$ cat src/hw/rtl/wpsm_pkg.sv
// Shared types and constants for the wheel pulse speed meter.
// No dependencies; used by every module of the block but wpsm_cell.
`default_nettype none

package wpsm_pkg;

	localparam int WINDOW_LOG2_DEF = 5;
	localparam int TICK_MS_DEF     = 50;
	localparam int MAX_PULSES_DEF  = 50;

	localparam int CNT_W      = 16;
	localparam int DIST_W     = 20;
	localparam int DIFF_OUT_W = 6;
	localparam int SPEED_W    = 16;
	localparam int TOTAL_W    = 32;

	localparam logic [DIST_W-1:0]  DIST_RESET = 20'd165769;
	localparam logic [SPEED_W-1:0] SPEED_MAX  = 16'hFFFF;

	// Speed divisor is TICK_MS * window length * RECIP_NUM / RECIP_DEN.
	localparam longint unsigned RECIP_NUM = 277778;
	localparam longint unsigned RECIP_DEN = 10000;

	typedef enum logic [1:0] {
		ERR_OK    = 2'd0,
		ERR_RANGE = 2'd1,
		ERR_READ  = 2'd2
	} err_t;

	// Fields that ride along with a word down the speed pipeline.
	typedef struct packed {
		logic [DIFF_OUT_W-1:0] diff;
		logic [TOTAL_W-1:0]    total;
		err_t                  err;
	} side_t;

endpackage

`default_nettype wire

$ cat src/hw/rtl/wpsm_cell.sv
// One cell of the moving-window shift chain: holds one pulse count.
// No dependencies.
`default_nettype none

module wpsm_cell #(
	parameter int W = 6
) (
	input  wire logic         clk,
	input  wire logic         arst_n,
	input  wire logic         shift,
	input  wire logic [W-1:0] d,
	output logic      [W-1:0] q
);

	logic [W-1:0] data_q;

	always_ff @(posedge clk or negedge arst_n) begin
		if (!arst_n) begin
			data_q <= '0;
		end else if (shift) begin
			data_q <= d;
		end
	end

	assign q = data_q;

endmodule

`default_nettype wire

$ cat src/hw/rtl/wpsm_speed.sv
// Speed pipeline: window sum times distance, rounded division by a constant
// through a reciprocal multiply, saturation and the held speed. Uses wpsm_pkg.
`default_nettype none

module wpsm_speed #(
	parameter int WINDOW_LOG2 = wpsm_pkg::WINDOW_LOG2_DEF,
	parameter int TICK_MS     = wpsm_pkg::TICK_MS_DEF,
	parameter int SUM_W       = 11
) (
	input  wire logic                          clk,
	input  wire logic                          arst_n,
	input  wire logic [wpsm_pkg::DIST_W-1:0]   dist_um,
	input  wire logic                          in_valid,
	output logic                               in_ready,
	input  wire logic [SUM_W-1:0]              sum,
	input  wire wpsm_pkg::side_t               side_in,
	output logic                               out_valid,
	input  wire logic                          out_stall,
	output logic      [wpsm_pkg::SPEED_W-1:0]  speed,
	output wpsm_pkg::side_t                    side_out
);

	localparam logic [63:0] K = 64'(TICK_MS) * (64'd1 << WINDOW_LOG2)
		* 64'(wpsm_pkg::RECIP_NUM) / 64'(wpsm_pkg::RECIP_DEN);
	localparam logic [63:0] HALF = K / 64'd2;
	localparam int NW = SUM_W + wpsm_pkg::DIST_W + 1;
	localparam int KW = $clog2(K);
	localparam int MW = NW + 1;
	localparam int S  = NW + KW;
	localparam logic [63:0] M64 = ((64'd1 << S) + K - 64'd1) / K;
	localparam logic [MW-1:0] M = MW'(M64);
	localparam int H  = NW / 2;
	localparam int HW = NW - H;
	localparam int FW = NW + MW;
	localparam int QW = FW - S;
	localparam int QX = (QW > wpsm_pkg::SPEED_W) ? QW : wpsm_pkg::SPEED_W;

	logic                          valid_s2, valid_s3, valid_s4;
	logic                          ready_s3, ready_s4;
	logic [NW-1:0]                 num_s2;
	logic [H+MW-1:0]               lo_s3;
	logic [HW+MW-1:0]              hi_s3;
	wpsm_pkg::side_t               side_s2, side_s3, side_s4;
	logic [wpsm_pkg::SPEED_W-1:0]  speed_s4;
	logic [wpsm_pkg::SPEED_W-1:0]  hold_q;
	logic [NW-1:0]                 num_c;
	logic [FW-1:0]                 full_c;
	logic [QX-1:0]                 quot_c;
	logic [wpsm_pkg::SPEED_W-1:0]  sat_c;

	assign ready_s4 = !valid_s4 || !out_stall;
	assign ready_s3 = !valid_s3 || ready_s4;
	assign in_ready = !valid_s2 || ready_s3;

	assign num_c  = NW'(sum) * NW'(dist_um) + NW'(HALF);
	assign full_c = {hi_s3, {H{1'b0}}} + FW'(lo_s3);
	assign quot_c = QX'(full_c[FW-1:S]);
	assign sat_c  = (quot_c > QX'(wpsm_pkg::SPEED_MAX)) ? wpsm_pkg::SPEED_MAX
		: quot_c[wpsm_pkg::SPEED_W-1:0];

	always_ff @(posedge clk or negedge arst_n) begin
		if (!arst_n) begin
			valid_s2 <= 1'b0;
			valid_s3 <= 1'b0;
			valid_s4 <= 1'b0;
			hold_q   <= '0;
		end else begin
			if (in_ready) begin
				valid_s2 <= in_valid;
			end
			if (ready_s3) begin
				valid_s3 <= valid_s2;
			end
			if (ready_s4) begin
				valid_s4 <= valid_s3;
				// A word with an error shows the speed of the last good word.
				if (valid_s3 && side_s3.err == wpsm_pkg::ERR_OK) begin
					hold_q <= sat_c;
				end
			end
		end
	end

	always_ff @(posedge clk) begin
		if (in_ready && in_valid) begin
			num_s2  <= num_c;
			side_s2 <= side_in;
		end
		if (ready_s3 && valid_s2) begin
			lo_s3   <= (H+MW)'(num_s2[H-1:0]) * (H+MW)'(M);
			hi_s3   <= (HW+MW)'(num_s2[NW-1:H]) * (HW+MW)'(M);
			side_s3 <= side_s2;
		end
		if (ready_s4 && valid_s3) begin
			speed_s4 <= (side_s3.err == wpsm_pkg::ERR_OK) ? sat_c : hold_q;
			side_s4  <= side_s3;
		end
	end

	assign out_valid = valid_s4;
	assign speed     = speed_s4;
	assign side_out  = side_s4;

endmodule

`default_nettype wire

$ cat src/hw/rtl/wheel_pulse_speed_meter.sv
// Wheel pulse speed meter top level: front stage, moving-window cell chain
// and speed pipeline. Uses wpsm_pkg, wpsm_cell and wpsm_speed.
//
// Usage: once per sampling tick, present a raw pulse counter reading on
// counter_value with read_ok and raise in_valid; the word is taken at an
// edge where in_stall is low. Each input word gives exactly one result word
// on the output channel (pulse_diff, speed_tenth_kmh, wheel_total, error),
// taken at an edge where out_valid is high and out_stall is low.
// A new word is taken every cycle while in_stall is low; the four pipeline
// registers each take a word as soon as the one ahead moves, so while the
// receiver stalls the block keeps taking input until all four stages hold
// a word, and then raises in_stall. The window of the last 2^WINDOW_LOG2
// good counts lives in a chain of cells that shifts by one on every good
// word. Reset clears the previous reading, the window, the totals and the
// held speed, and sets the distance register to its default. The distance
// register is written through cfg_we and cfg_data; the user must write it
// only while the block is idle, which the block itself does not enforce.
`default_nettype none

module wheel_pulse_speed_meter #(
	parameter int WINDOW_LOG2         = wpsm_pkg::WINDOW_LOG2_DEF,
	parameter int TICK_MS             = wpsm_pkg::TICK_MS_DEF,
	parameter int MAX_PULSES_PER_TICK = wpsm_pkg::MAX_PULSES_DEF
) (
	input  wire logic                             clk,
	input  wire logic                             arst_n,
	input  wire logic                             cfg_we,
	input  wire logic [wpsm_pkg::DIST_W-1:0]      cfg_data,
	input  wire logic                             in_valid,
	output logic                                  in_stall,
	input  wire logic signed [wpsm_pkg::CNT_W-1:0] counter_value,
	input  wire logic                             read_ok,
	output logic                                  out_valid,
	input  wire logic                             out_stall,
	output logic      [wpsm_pkg::DIFF_OUT_W-1:0]  pulse_diff,
	output logic      [wpsm_pkg::SPEED_W-1:0]     speed_tenth_kmh,
	output logic      [wpsm_pkg::TOTAL_W-1:0]     wheel_total,
	output logic      [1:0]                       error
);

	localparam int WIN_LEN = 1 << WINDOW_LOG2;
	localparam int DIFF_W  = $clog2(MAX_PULSES_PER_TICK + 1);
	localparam int SUM_W   = $clog2(MAX_PULSES_PER_TICK * WIN_LEN + 1);
	localparam int DX      = (DIFF_W > wpsm_pkg::DIFF_OUT_W) ? DIFF_W
		: wpsm_pkg::DIFF_OUT_W;
	localparam int CW      = wpsm_pkg::CNT_W;

	logic [wpsm_pkg::DIST_W-1:0]  dist_q;
	logic [CW-1:0]                prev_count_q;
	logic [SUM_W-1:0]             sum_q;
	logic [wpsm_pkg::TOTAL_W-1:0] total_q;

	logic                         valid_s1;
	logic [SUM_W-1:0]             sum_s1;
	wpsm_pkg::side_t              side_s1;

	logic                         ready_s1, speed_ready, accept, good;
	logic signed [CW:0]           diff_c;
	logic                         in_range;
	logic [DIFF_W-1:0]            d_c;
	logic [DX-1:0]                d_ext;
	logic [SUM_W-1:0]             sum_next;
	logic [wpsm_pkg::TOTAL_W-1:0] total_next;
	wpsm_pkg::side_t              side_c;
	wpsm_pkg::side_t              side_out;
	logic [DIFF_W-1:0]            tap [WIN_LEN];

	assign diff_c   = {counter_value[CW-1], counter_value}
		- {prev_count_q[CW-1], prev_count_q};
	assign in_range = !diff_c[CW] && (diff_c[CW-1:0] <= CW'(MAX_PULSES_PER_TICK));
	assign d_c      = diff_c[DIFF_W-1:0];
	assign d_ext    = DX'(d_c);

	assign ready_s1 = !valid_s1 || speed_ready;
	assign in_stall = !ready_s1;
	assign accept   = in_valid && ready_s1;
	assign good     = accept && read_ok && in_range;

	// The last cell holds the count that leaves the window on this shift.
	assign sum_next   = sum_q - SUM_W'(tap[WIN_LEN-1]) + SUM_W'(d_c);
	assign total_next = total_q + wpsm_pkg::TOTAL_W'(d_c);

	always_comb begin
		side_c.diff  = '0;
		side_c.total = total_q;
		if (!read_ok) begin
			side_c.err = wpsm_pkg::ERR_READ;
		end else if (!in_range) begin
			side_c.err = wpsm_pkg::ERR_RANGE;
		end else begin
			side_c.err   = wpsm_pkg::ERR_OK;
			side_c.diff  = d_ext[wpsm_pkg::DIFF_OUT_W-1:0];
			side_c.total = total_next;
		end
	end

	genvar i;
	generate
		for (i = 0; i < WIN_LEN; i++) begin : g_cell
			if (i == 0) begin : g_head
				wpsm_cell #(.W(DIFF_W)) u_cell (
					.clk    (clk),
					.arst_n (arst_n),
					.shift  (good),
					.d      (d_c),
					.q      (tap[i])
				);
			end else begin : g_body
				wpsm_cell #(.W(DIFF_W)) u_cell (
					.clk    (clk),
					.arst_n (arst_n),
					.shift  (good),
					.d      (tap[i-1]),
					.q      (tap[i])
				);
			end
		end
	endgenerate

	always_ff @(posedge clk or negedge arst_n) begin
		if (!arst_n) begin
			dist_q       <= wpsm_pkg::DIST_RESET;
			prev_count_q <= '0;
			sum_q        <= '0;
			total_q      <= '0;
			valid_s1     <= 1'b0;
		end else begin
			if (cfg_we) begin
				dist_q <= cfg_data;
			end
			if (accept && read_ok) begin
				prev_count_q <= counter_value;
			end
			if (good) begin
				sum_q   <= sum_next;
				total_q <= total_next;
			end
			if (ready_s1) begin
				valid_s1 <= in_valid;
			end
		end
	end

	always_ff @(posedge clk) begin
		if (accept) begin
			sum_s1  <= sum_next;
			side_s1 <= side_c;
		end
	end

	wpsm_speed #(
		.WINDOW_LOG2 (WINDOW_LOG2),
		.TICK_MS     (TICK_MS),
		.SUM_W       (SUM_W)
	) u_speed (
		.clk       (clk),
		.arst_n    (arst_n),
		.dist_um   (dist_q),
		.in_valid  (valid_s1),
		.in_ready  (speed_ready),
		.sum       (sum_s1),
		.side_in   (side_s1),
		.out_valid (out_valid),
		.out_stall (out_stall),
		.speed     (speed_tenth_kmh),
		.side_out  (side_out)
	);

	assign pulse_diff  = side_out.diff;
	assign wheel_total = side_out.total;
	assign error       = side_out.err;

endmodule

`default_nettype wire

$ cat config.mk
export PLATFORM = sky130hd
export DESIGN_NAME = wheel_pulse_speed_meter
export DESIGN_NICKNAME = d
export VERILOG_FILES = /design/src/hw/rtl/wpsm_pkg.sv /design/src/hw/rtl/wpsm_cell.sv /design/src/hw/rtl/wpsm_speed.sv /design/src/hw/rtl/wheel_pulse_speed_meter.sv
export SDC_FILE = /design/constraint.sdc
export NUM_CORES = 2
export LEC_CHECK = 0
export ABC_AREA = 1
export BUFFER_PORTS_ARGS = -buffer_cell sky130_fd_sc_hd__buf_4
export CORE_UTILIZATION = 32
export CTS_CLUSTER_DIAMETER = 200
export DETAILED_ROUTE_END_ITERATION = 8
export SLEW_MARGIN = 30
export SYNTH_ARGS = -nofsm -noshare
export SYNTH_HDL_FRONTEND = slang
export SYNTH_HIERARCHICAL = 1
export SYNTH_SLANG_ARGS = --single-unit
export TNS_END_PERCENT = 100
$ cat constraint.sdc
create_clock -name clk -period 7.4 [get_ports clk]
set_input_delay 0.37 -clock clk [delete_from_list [all_inputs] [get_ports clk]]
set_output_delay 0.37 -clock clk [all_outputs]
set_load 0.01 [all_outputs]
# ---- After elaboration in Yosys (flattened, before gate mapping)
# Cells that the tools add are included.
dict set report op_classes {
  magnitude_cmp 2
  n_addsub 6
  mul 3
  n_mux 5
  reduce_logical 22
}
# op n
set ops {}
lappend ops {{16-bit by 33-bit multiplier with 49-bit output, second input constant} 2}
lappend ops {{65-bit by 49-bit adder with 65-bit output} 1}
lappend ops {{32-bit 2-to-1 mux} 2}
lappend ops {{31-bit by 15-bit adder with 32-bit output, second input constant} 1}
lappend ops {{32-bit by 6-bit adder with 32-bit output} 1}
lappend ops {{16-bit 2-to-1 mux} 2}
lappend ops {{11-bit by 20-bit multiplier with 31-bit output} 1}
lappend ops {{17-bit by 16-bit > comparator with 1-bit output, second input constant} 1}
lappend ops {{16-bit by 16-bit subtractor with 17-bit output} 1}
lappend ops {{16-bit by 6-bit <= comparator with 1-bit output, second input constant} 1}
lappend ops {{11-bit by 6-bit adder with 11-bit output} 1}
lappend ops {{11-bit by 6-bit subtractor with 11-bit output} 1}
lappend ops {{1-bit logical AND} 8}
lappend ops {{1-bit logical NOT} 7}
lappend ops {{1-bit logical OR} 4}
lappend ops {{2-bit AND reduction} 2}
lappend ops {{2-bit logical NOT} 1}
lappend ops {{1-bit 2-to-1 mux} 1}
dict set report totals {
  inputBits 42
  reg_bits 608
  word_cells 96
  output_inout_bits 58
}

# ---- Logic depth before layout (Yosys ltp)
dict set report depth {
  ltp_word 8
  depth_mapped 23
  depth_no_buf 23
}

# ---- Modules after synthesis
# The synthesis kept the hierarchy.
# module seq_area_each_um2 instances cells_per_inst area_each_um2
set modules_own_cells {}
lappend modules_own_cells {wpsm_speed 7982.7 1 4348 37742.4}
lappend modules_own_cells {wheel_pulse_speed_meter 3543.4 1 875 7489.7}
lappend modules_own_cells {wpsm_cell 150.1 32 25 221.5}

# ---- Worst setup path after synthesis
# No wires, ideal clock.
dict set report synth_path {
  path_type {flip-flop to flip-flop}
  start {register u_speed.valid_s4 (netlist: u_speed/out_valid)}
  end {register g_cell[0].g_head.u_cell.data_q[4]}
  t_required_ns 7.275
  stages_incl_launch_ff 16
  arrival_ns 6.445
  period_less_slack_ns 6.570
  path_buffers 1
  path_slack_ns 0.830
  setup_ns 0.125
  cell_sequence {dfrtp_1 nand2_1 nor2_1 inv_1 nor2_1 inv_1 inv_1 nand2_1 inv_1 nor2_1 nand2_1 nor2_4 buf_2 inv_2 nand2_1 nand2_1}
}
dict set report synth_via {
  elab_chain_len 8
}
# item line_no
set synth_lines {}
lappend synth_lines {{start: declaration} wpsm_speed.sv:38} ;# logic valid_s2, valid_s3, valid_s4;
lappend synth_lines {{start signal: assignment} wpsm_speed.sv:75} ;# valid_s4 <= valid_s3;
lappend synth_lines {{1-bit logical NOT} wpsm_speed.sv:51} ;# assign ready_s4 = !valid_s4 || !out_stall;
lappend synth_lines {{1-bit logical OR} wpsm_speed.sv:51}
lappend synth_lines {{1-bit logical OR} wpsm_speed.sv:52} ;# assign ready_s3 = !valid_s3 || ready_s4;
lappend synth_lines {{1-bit logical OR} wpsm_speed.sv:53} ;# assign in_ready = !valid_s2 || ready_s3;
lappend synth_lines {{named net speed_ready} wheel_pulse_speed_meter.sv:57} ;# logic ready_s1, speed_ready, accept, good;
lappend synth_lines {{1-bit logical OR} wheel_pulse_speed_meter.sv:74} ;# assign ready_s1 = !valid_s1 || speed_ready;
lappend synth_lines {{1-bit logical AND} wheel_pulse_speed_meter.sv:76} ;# assign accept = in_valid && ready_s1;
lappend synth_lines {{named net accept} wheel_pulse_speed_meter.sv:57}
lappend synth_lines {{1-bit logical AND (2 in a row)} wheel_pulse_speed_meter.sv:77} ;# assign good = accept && read_ok && in_range;
lappend synth_lines {{named net good} wheel_pulse_speed_meter.sv:57}
lappend synth_lines {{end signal: assignment} wpsm_cell.sv:19} ;# data_q <= '0;
lappend synth_lines {{end signal: assignment} wpsm_cell.sv:21} ;# data_q <= d;
lappend synth_lines {{end: declaration} wpsm_cell.sv:15} ;# logic [W-1:0] data_q;
# The timed path passes the listed nets, and every way through them passes these cells.
# A chain may end at the register's enable or synchronous reset.

# ---- Worst setup path after layout
dict set report layout_path {
  start {register u_speed.num_s2[14]}
  end {register u_speed.lo_s3[41] (data pin)}
}
dict set report layout_via {
  elab_chain_len 1
}
# item line_no
set layout_lines {}
lappend layout_lines {{start: declaration} wpsm_speed.sv:40} ;# logic [NW-1:0] num_s2;
lappend layout_lines {{start signal: assignment} wpsm_speed.sv:86} ;# num_s2 <= num_c;
lappend layout_lines {{16-bit by 33-bit multiplier with 49-bit output} wpsm_speed.sv:90} ;# lo_s3 <= (H+MW)'(num_s2[H-1:0]) * (H+MW)'(M);
lappend layout_lines {{end signal: assignment} wpsm_speed.sv:90}
lappend layout_lines {{end: declaration} wpsm_speed.sv:41} ;# logic [H+MW-1:0] lo_s3;
# No other way between the ends.

==> impl_metrics.py <==
metrics = {
    "run_status": {
        "status": "completed",
    },
    "floorplan": {
        "ios": 100,
        "die_x_um": 406,
        "die_h_um": 406,
        "rows": 148,
        "start_util": 0.322,
        "die-area_um2": 165000,
        "coreArea_um2": 163000,
    },
    "synth": {
        "synth-simple-area-share": 0.185,
        "synth.avg_cell_area_um2": 8.69,
        "yosys_warnings": 6,
        "async_reset_ff_frac": 0.492,
        "synth_fa_ha_area_frac": 0.327,
        "synth.distinct_cells": 53,
        "synth_xor_area_frac": 0.0221,
        "synth_seq_cells": 592,
        "synth_area_um2": 52300,
        "synth_compound_area_frac": 0.0506,
        "synth-main-ff-cell": "edfxtp_1",
        "synth_cells": 6023,
        "synthMuxAreaShare": 0.00430,
        "seq_area_frac_synth": 0.312,
        "synth-edff-count": 301,
        "synth_top_family_by_area": "adder cells",
        "synth_nets": 7094,
    },
    "clock_tree": {
        "cts_htree_levels": 3,
        "cts_buffers": 70,
        "cts.clk_slew.worst_paths_ps": 70,
        "cts.path.max_buffers": 3,
        "cts-root-buf": "clkbuf_16",
        "insertion_delay_ps": 660,
        "cts_tree": "yes",
        "cts_sinks": 592,
    },
    "timing": {
        "min_period_ps": 6330,
        "fmax_ghz": 0.158,
        "hold_violations": 0,
        "skew_ps": 54.2,
        "rsz0062_at_grt": "false",
        "tightest_slew_ps": 964,
        "fin_tns_setup_ps": 0,
        "finalSetupViolCount": 0,
        "fin_crit_sh": 0.855,
        "max-slew-margin-rel": 0.357,
        "drv_slew": 0,
    },
    "global_routing": {
        "grt_pass1_wl_um": 221000,
        "grt_max_degree": 173,
        "antenna_found_initial": 0,
        "grt_pass1_vias": 39832,
        "track_usage": 0.172,
        "grt.overflow.total": 0,
    },
    "placement": {
        "io_buffer_count": 99,
        "dp_hpwl_um": 114000,
        "place.gp.congestion": 0.982,
        "placedCellCount": 8246,
        "placed_area_um2": 55700,
    },
    "layout": {
        "mostFrequentLayoutCells": "1782 x nand2_1, 1250 x inv_1, 564 x fa_1",
        "fin_cells": 8414,
        "fin_util": 0.359,
        "area_growth_pct": 11.6,
        "drive_above_1_share": 0.0519,
        "final_nets": 7255,
        "final_common_cell": "nand2_1",
        "antenna_cells": 0,
        "fin_area_um2": 58400,
    },
    "drt": {
        "routedWlPerCell_um": 16.5,
        "routed-wl-met3_um": 7130,
        "antenna_left": 0,
        "drtPass1Iterations": 5,
        "wl_met2_um": 64200,
        "drc": 0,
        "vias_per_cell": 4.58,
        "drt_iter0_markers": 2483,
        "wl_um": 139000,
        "topRoutingLayerUsed": "met4",
        "met1Wirelength_um": 63200,
        "dr_total_vias": 38562,
    },
    "hold_path": {
        "hold_class": "in -> reg",
    },
    "critical_path": {
        "critPathLaunchType": "flop",
        "critPathMaxFanout": 5,
        "critPathRequiredTime_ps": 7870,
        "worstSetupEndpointType": "flop",
        "crit_type": "reg -> reg",
        "arrival_ps": 6790,
    },
    "job": {
        "drv_cap": 0,
    },
}
==> worst max-delay path, cell delays in order, from the launching register on <==
cell and delay [ps]:
edfxtp_1 570, inv_1 190, fa_1 670, inv_1 120, fa_1 530, fa_1 460
fa_1 420, fa_1 510, inv_1 50, fa_1 470, inv_1 40, ha_1 400
nand2_1 130, nor2_1 240, inv_1 120, nor4_1 600, nand3_1 280, nand3_1 150
xor2_1 180
==> routing by layer <==
metal / track usage / vias to the layer above
met5: 0 / -
met3: 0.0277 / 199
met1: 0.231 / 18600
li1: - / 18821
met4: 0.0540 / 0
met2: 0.281 / 942
==> sequential cells by signal, summed over array words and instances, names as in the netlist, 6 cells and up <==
| register | count |
|---|---|
| g_cell.g_body.u_cell/q | 186 |
| u_speed/hi_s3 | 49 |
| side_s1 | 40 |
| u_speed/side_out | 40 |
| u_speed/side_s2 | 40 |
| u_speed/side_s3 | 40 |
| u_speed/lo_s3 | 33 |
| total_q | 32 |
| u_speed/num_s2 | 32 |
| dist_q | 20 |
| prev_count_q | 16 |
| u_speed/hold_q | 16 |
| u_speed/speed | 16 |
| sum_q | 11 |
| sum_s1 | 11 |
| g_cell.g_head.u_cell/q | 6 |
==> cells by family (layout without fill, tap and decap cells) <==
family | after synthesis | count (layout)
buffers and inverters | 1356 | 1572
flip-flops | 592 | 592
XOR/XNOR | 132 | 132
AO/OA/AOI/OAI | 477 | 477
multiplexers | 20 | 20
AND/OR/NAND/NOR | 2417 | 2417
adder cells (fa/ha/maj) | 1029 | 1029
==> stage by stage <==
step	setup slack (ps)	hold slack [ps]
final	1070	218
after CTS	1150	156
after global placement	1220	402
after detailed placement	1200	405
after global routing	816	190
after floorplan	830	74.4
==> what timing repair did <==
action | CTS | global route
resized for setup | 0 | 0
hold buffers | 40 | 0
endpoints found under the hold margin | 122 | 0
buffers inserted | 0 | 0
==> cell usage after synthesis (all sizes together) (3+ instances only) <==
cell type / instances / area, um2
a31oi: 22 / 138
a31o: 3 / 26.3
o211ai: 4 / 30.0
o311ai: 4 / 35.0
nand4: 43 / 275
and3: 5 / 31.3
nand3: 136 / 681
clkbuf: 54 / 203
nand2: 1799 / 6850
dfstp: 8 / 210
inv: 1287 / 4830
nor2: 354 / 1360
and2: 3 / 18.8
a21oi: 200 / 1000
a21boi: 9 / 78.8
edfxtp: 301 / 9040
ha: 465 / 5820
dfrtp: 283 / 7080
o21bai: 23 / 176
o21ai: 177 / 897
nor3: 51 / 277
o21a: 14 / 105
fa: 564 / 11300
nor4: 12 / 81.3
mux2: 20 / 225
xnor2: 27 / 236
nand3b: 9 / 67.6
buf: 15 / 136
xor2: 105 / 920
a21o: 18 / 135
==> layout make-up <==
cell class / count / area, um2
clock buffers: 98 / 1920
clock inverters: 29 / 397
fillers: 16878 / 104000
inverters: 1287 / 4830
multi-input cells: 4075 / 30800
flip-flops and latches: 592 / 16300
well taps: 2175 / 2720
repair buffers: 158 / 1350
==> worst paths after layout <==
path                                             end  slack, ps                 from  depth (start not counted)
worst max-delay path               u_speed/lo_s3[41]       1070   u_speed/num_s2[14]                         18
worst min-delay path                       dist_q[4]        220               cfg_we                          2
worst max register to register     u_speed/lo_s3[41]       1070   u_speed/num_s2[14]                         18
worst min register to register  u_speed/side_out[30]        410  u_speed/side_s3[30]                          0
min in group asynchronous                total_q[15]        290               arst_n                          2
max in group asynchronous                  dist_q[9]       5710               arst_n                          4
Power is not shown: default switching activity piles up to over one toggle a cycle in this logic, so the estimate is an artifact.
